**config.mk**
```make
export PLATFORM = sky130hd
export DESIGN_NAME = cpts_ram
export DESIGN_NICKNAME = d
export VERILOG_FILES = /design/src/rtl/cpts_ram.sv
export SDC_FILE = /design/constraint.sdc
export NUM_CORES = 1
export LEC_CHECK = 0
export ABC_AREA = 1
export ABC_CLOCK_PERIOD_IN_PS = 1950
export BUFFER_PORTS_ARGS = -buffer_cell sky130_fd_sc_hd__buf_2
export CAP_MARGIN = 40
export CORE_ASPECT_RATIO = 0.6
export CORE_MARGIN = 5
export CORE_UTILIZATION = 45
export CTS_CLUSTER_DIAMETER = 120
export DETAILED_ROUTE_END_ITERATION = 16
export REMOVE_ABC_BUFFERS = 1
export SETUP_SLACK_MARGIN = 0.05
export SYNTH_ARGS = -nofsm -noshare
export SYNTH_HDL_FRONTEND = slang
export SYNTH_SLANG_ARGS = --single-unit
```
**constraint.sdc**
```tcl
create_clock -name clk -period 1.95 [get_ports clk]
set_clock_uncertainty 0.15 [all_clocks]
set_input_delay 0.39 -clock clk [delete_from_list [all_inputs] [get_ports clk]]
set_output_delay 0.39 -clock clk [all_outputs]
set_load 0.02 [all_outputs]
```
**src/rtl/cpts_ram.sv**
```systemverilog
module cpts_ram #(
    parameter int WIDTH = 8,
    parameter int DEPTH = 16
) (
    input  logic                     clk,
    input  logic                     wr_en,
    input  logic [$clog2(DEPTH)-1:0] wr_addr,
    input  logic [WIDTH-1:0]         wr_data,
    input  logic                     rd_en,
    input  logic [$clog2(DEPTH)-1:0] rd_addr,
    output logic [WIDTH-1:0]         rd_data
);

    logic [WIDTH-1:0] mem [DEPTH];
    logic [WIDTH-1:0] rd_data_reg;

    // One write port, one registered read port
    always_ff @(posedge clk)
    begin
        if (wr_en)
        begin
            mem[wr_addr] <= wr_data;
        end
        if (rd_en)
        begin
            rd_data_reg <= mem[rd_addr];
        end
    end

    assign rd_data = rd_data_reg;

endmodule

```
After elaboration in Yosys (flattened, before gate mapping)
Memory sizes are Yosys's and may differ from the RTL's. A register that Yosys moved wholly into a read port is not among the register bits.
Index checks and enable logic that the tools add are counted.
{"block": "word_totals", "register_bits": 0, "ram_bits": 128, "input_bits": 19, "wordCells": 3, "mem_count": 1}
{"block": "op_classes", "mux": 2}
{"name": "mem", "depth": 16, "word_bits": 8, "read_ports": 1, "rd_clocked_by_memory_dff": 1, "write_ports": 1, "line_no": "14", "rtl": "logic [WIDTH-1:0] mem [DEPTH];"}
{"operator": "1-bit 2-to-1 mux", "count": 2}

Depth between registers and ports, before layout
{"block": "logic_depth", "ltp_word": 2, "depth_mapped": 8, "ltp_nobuf": 7}

Worst setup path before layout
OpenSTA, ideal clock, no wires.
{"block": "synth_path", "kind": "input -> register", "start": "input port wr_addr[2]", "end": "memory mem[10][0] (enable)", "setup_time_ns": 0.370, "arrival_ns": 0.971, "required_time_ns": 1.430, "setup_slack_ns": 0.459, "cell_stages": 2, "path_buffers": 0, "path_cell_list": "nand3b_1 nor2_1"}
{"item": "start: declaration", "line_no": "7", "rtl": "input logic [$clog2(DEPTH)-1:0] wr_addr,"}
{"item": "end: declaration", "line_no": "14"}
No word-level cell before the write port.

Worst setup path in the final report
{"block": "layout_path", "start": "register rd_data_reg[2] (netlist: rd_data[2]) (read register of mem)", "end": "output port rd_data[2]"}
{"item": "start: declaration", "line_no": "15", "rtl": "logic [WIDTH-1:0] rd_data_reg;"}
{"item": "end: declaration", "line_no": "11", "rtl": "output logic [WIDTH-1:0] rd_data"}
No word-level cell between the ends.

==> reports/metrics.yaml <==
floorplan:
  ios: 27
  dieArea_mm2: 0.01545
  die_h_um: 98.30
  initial_core_util_pct: 45.78
  core-area_mm2: 0.01277
  die_w_um: 157.2
  rows: 32
placed_design:
  place_congestion: 0.8262
  dp_cells: 748
  portBuffers: 26
  place_ws_ns: 0.1096
  dp_hpwl_mm: 8.406
worst_setup_path:
  reg2reg_setup_slack_ns: 0.64
  slowest_stage: "edfxtp_1"
  crit_family: "flip-flops"
  rr_endpoint: "rd_data[4]"
  rr_startpoint: "mem[8][4]"
  required_ns: 1.41
  crit_path_end_kind: "primary output"
  critPathLaunchType: "flop"
  critPathMaxFanout: 1
  cp_num_buf_inv: 1
  crit_type: "flop to primary output"
  cp.arrival_ns: 1.02
  rr_worst_depth: 6
  cp_cell_sequence: "buf_2"
  slowest_delay_ns: 0.43
cts:
  cts_root_buffer: "clkbuf_16"
  post_cts_resized: 0
  cts_made_buffers: 17
  htreeDepth: 4
  path_clk_slew_ns: 0.06
  ctsHoldBuffers: 0
  cts_max_path_buffers: 2
  clk_latency_ns: 0.41
  cts_tree: "done"
  post_cts_buffers: 0
  cts.sinks: 136
timing:
  fin_setup_tns_ns: 0
  clock.fmax_mhz: 640.2
  rsz0062_at_grt: "no"
  setup_viol: 0
  period_share_pct: 80.11
  fin_crit_ns: 1.562
  hold_violations: 0
  relSlewSlack_pct: 57.64
  slew_viol_final: 0
  fin_ws_ns: 0.3879
  tightest_slew_ns: 0.6345
grt:
  grt_pass1_wl_mm: 20.80
  overflow: 0
  grt_use_total_pct: 18.03
  antenna_found_initial: 0
  grt_pass1_vias: 3751
  grt_max_degree: 65
hold_path:
  hp-start: "rd_en"
  holdPathStages: 1
  min_to: "rd_data[4]"
  min_path_type: "input port to flop"
final_layout:
  layout_common_cells: "173 x nand2_1, 136 x edfxtp_1, 100 x inv_1"
  final_cells: 780
  nets: 616
  syn2layout_area_growth_pct: 16.69
  largest_register_ffs: 128
  final_layout_size_suffix_gt1_share_pct: 13.44
  diodes: 0
  final_common_cell: "nand2_1"
detailed_routing:
  wire_per_inst_um: 16.87
  drtIter0Drc: 304
  vias: 3834
  routed_wl_mm: 13.16
  drcViolationCount: 0
  ant_nets: 0
  via_per_inst: 4.915
  drtPass1Iterations: 5
pwr:
  pwr-share-clk_pct: 46.0
  peakVddDrop_mv: 0.5560
  power_density_mw_per_mm2: 1010
  leakage_nw: 2.950
  power_frac_seq_pct: 48.1
  internal_power_mw: 5.408
  netSwitchingPower_mw: 1.483
  power_mw: 6.891
  swShare_pct: 21.52
  comb_power_share_pct: 5.9
yosys:
  synth_top_area_share_pct: 69.85
  yosysTopAreaCell: "edfxtp_1"
  synth_area_mm2: 0.005847
  synth-seq-cells: 136
  synthesis.instances: 551
  ys_top_cells_by_area: "edfxtp_1 70%, nand2_1 11%, nand3_1 8.3%, inv_1 6.4%, buf_6 1.2%"
  synth_seq_area_share_pct: 69.85
  synth.avg_cell_area_um2: 10.61
  ys_types: 11
  yosys_warnings: 0
job:
  drv_cap: 0
run_status:
  status: "completed"
synthesized netlist by cell type:
cell type	number
nand3b_1	2
buf_6	6
buf_1	1
nand2_1	173
inv_2	2
nand3_1	97
nor2_1	17
inv_1	100
edfxtp_1	136
buf_4	4
buf_2	13
power groups by stage:
| stage | logic [mW] | registers (mW) | clock network [mW] |
|---|---|---|---|
| after detailed placement | 0.409 | 3.37 | 0 |
| after floorplan | 0.177 | 3.39 | 0 |
| after global routing | 0.454 | 3.32 | 3.36 |
| final | 0.407 | 3.31 | 3.17 |
| after CTS | 0.411 | 3.31 | 3.21 |
| after global placement | 0.403 | 3.37 | 0 |
metal layers:
metal | share of wire [%] | vias up | wire, um | track usage, %
met1 | 51 | 1850 | 6682 | 27.80
met3 | 4.6 | 10 | 601 | 4.562
met2 | 44 | 99 | 5805 | 26.02
met4 | 0.54 | 0 | 71 | 3.635
met5 | 0 | - | 0 | 0
li1 | - | 1875 | - | -
per-stage QoR:
step | area (um2) | utilization (%) | hold WS, ns
final | 6823 | 53.42 | 0.2079
after global routing | 6823 | 53.42 | 0.1964
after CTS | 6823 | 53.42 | 0.2005
after detailed placement | 6236 | 48.82 | 0.5990
after global placement | 6236 | 48.82 | 0.5907
after floorplan | 5680 | - | 0.3389
layout make-up:
class	count	area, um2
Multi-Input combinational cell	289	1214
Clock buffer	18	429.2
Timing Repair Buffer	51	342.8
Clock inverter	14	157.7
Inverter	102	382.9
Fill cell	1128	5949
Sequential cell	136	4084
Tap cell	170	212.7
worst max-delay path by stage:
stage,from,to,slack (ns),depth (start not counted)
floorplan,rd_addr[0],rd_data[2],0.29,6
global placement,rd_addr[0],rd_data[4],0.15,8
detailed placement,rd_addr[0],rd_data[4],0.11,8
CTS,rd_data[2],rd_data[2],0.36,1
global route,rd_data[2],rd_data[2],0.35,1
finish,rd_data[2],rd_data[2],0.39,1
cells by family (layout without fill, tap and decap cells):
logic type	count (synthesis)	after routing	share of synthesized area [%]
flops	136	136	69.85
simple gates	289	289	20.76
buf+inv	126	185	9.394
Note: power is estimated with default switching activity, not from simulation.
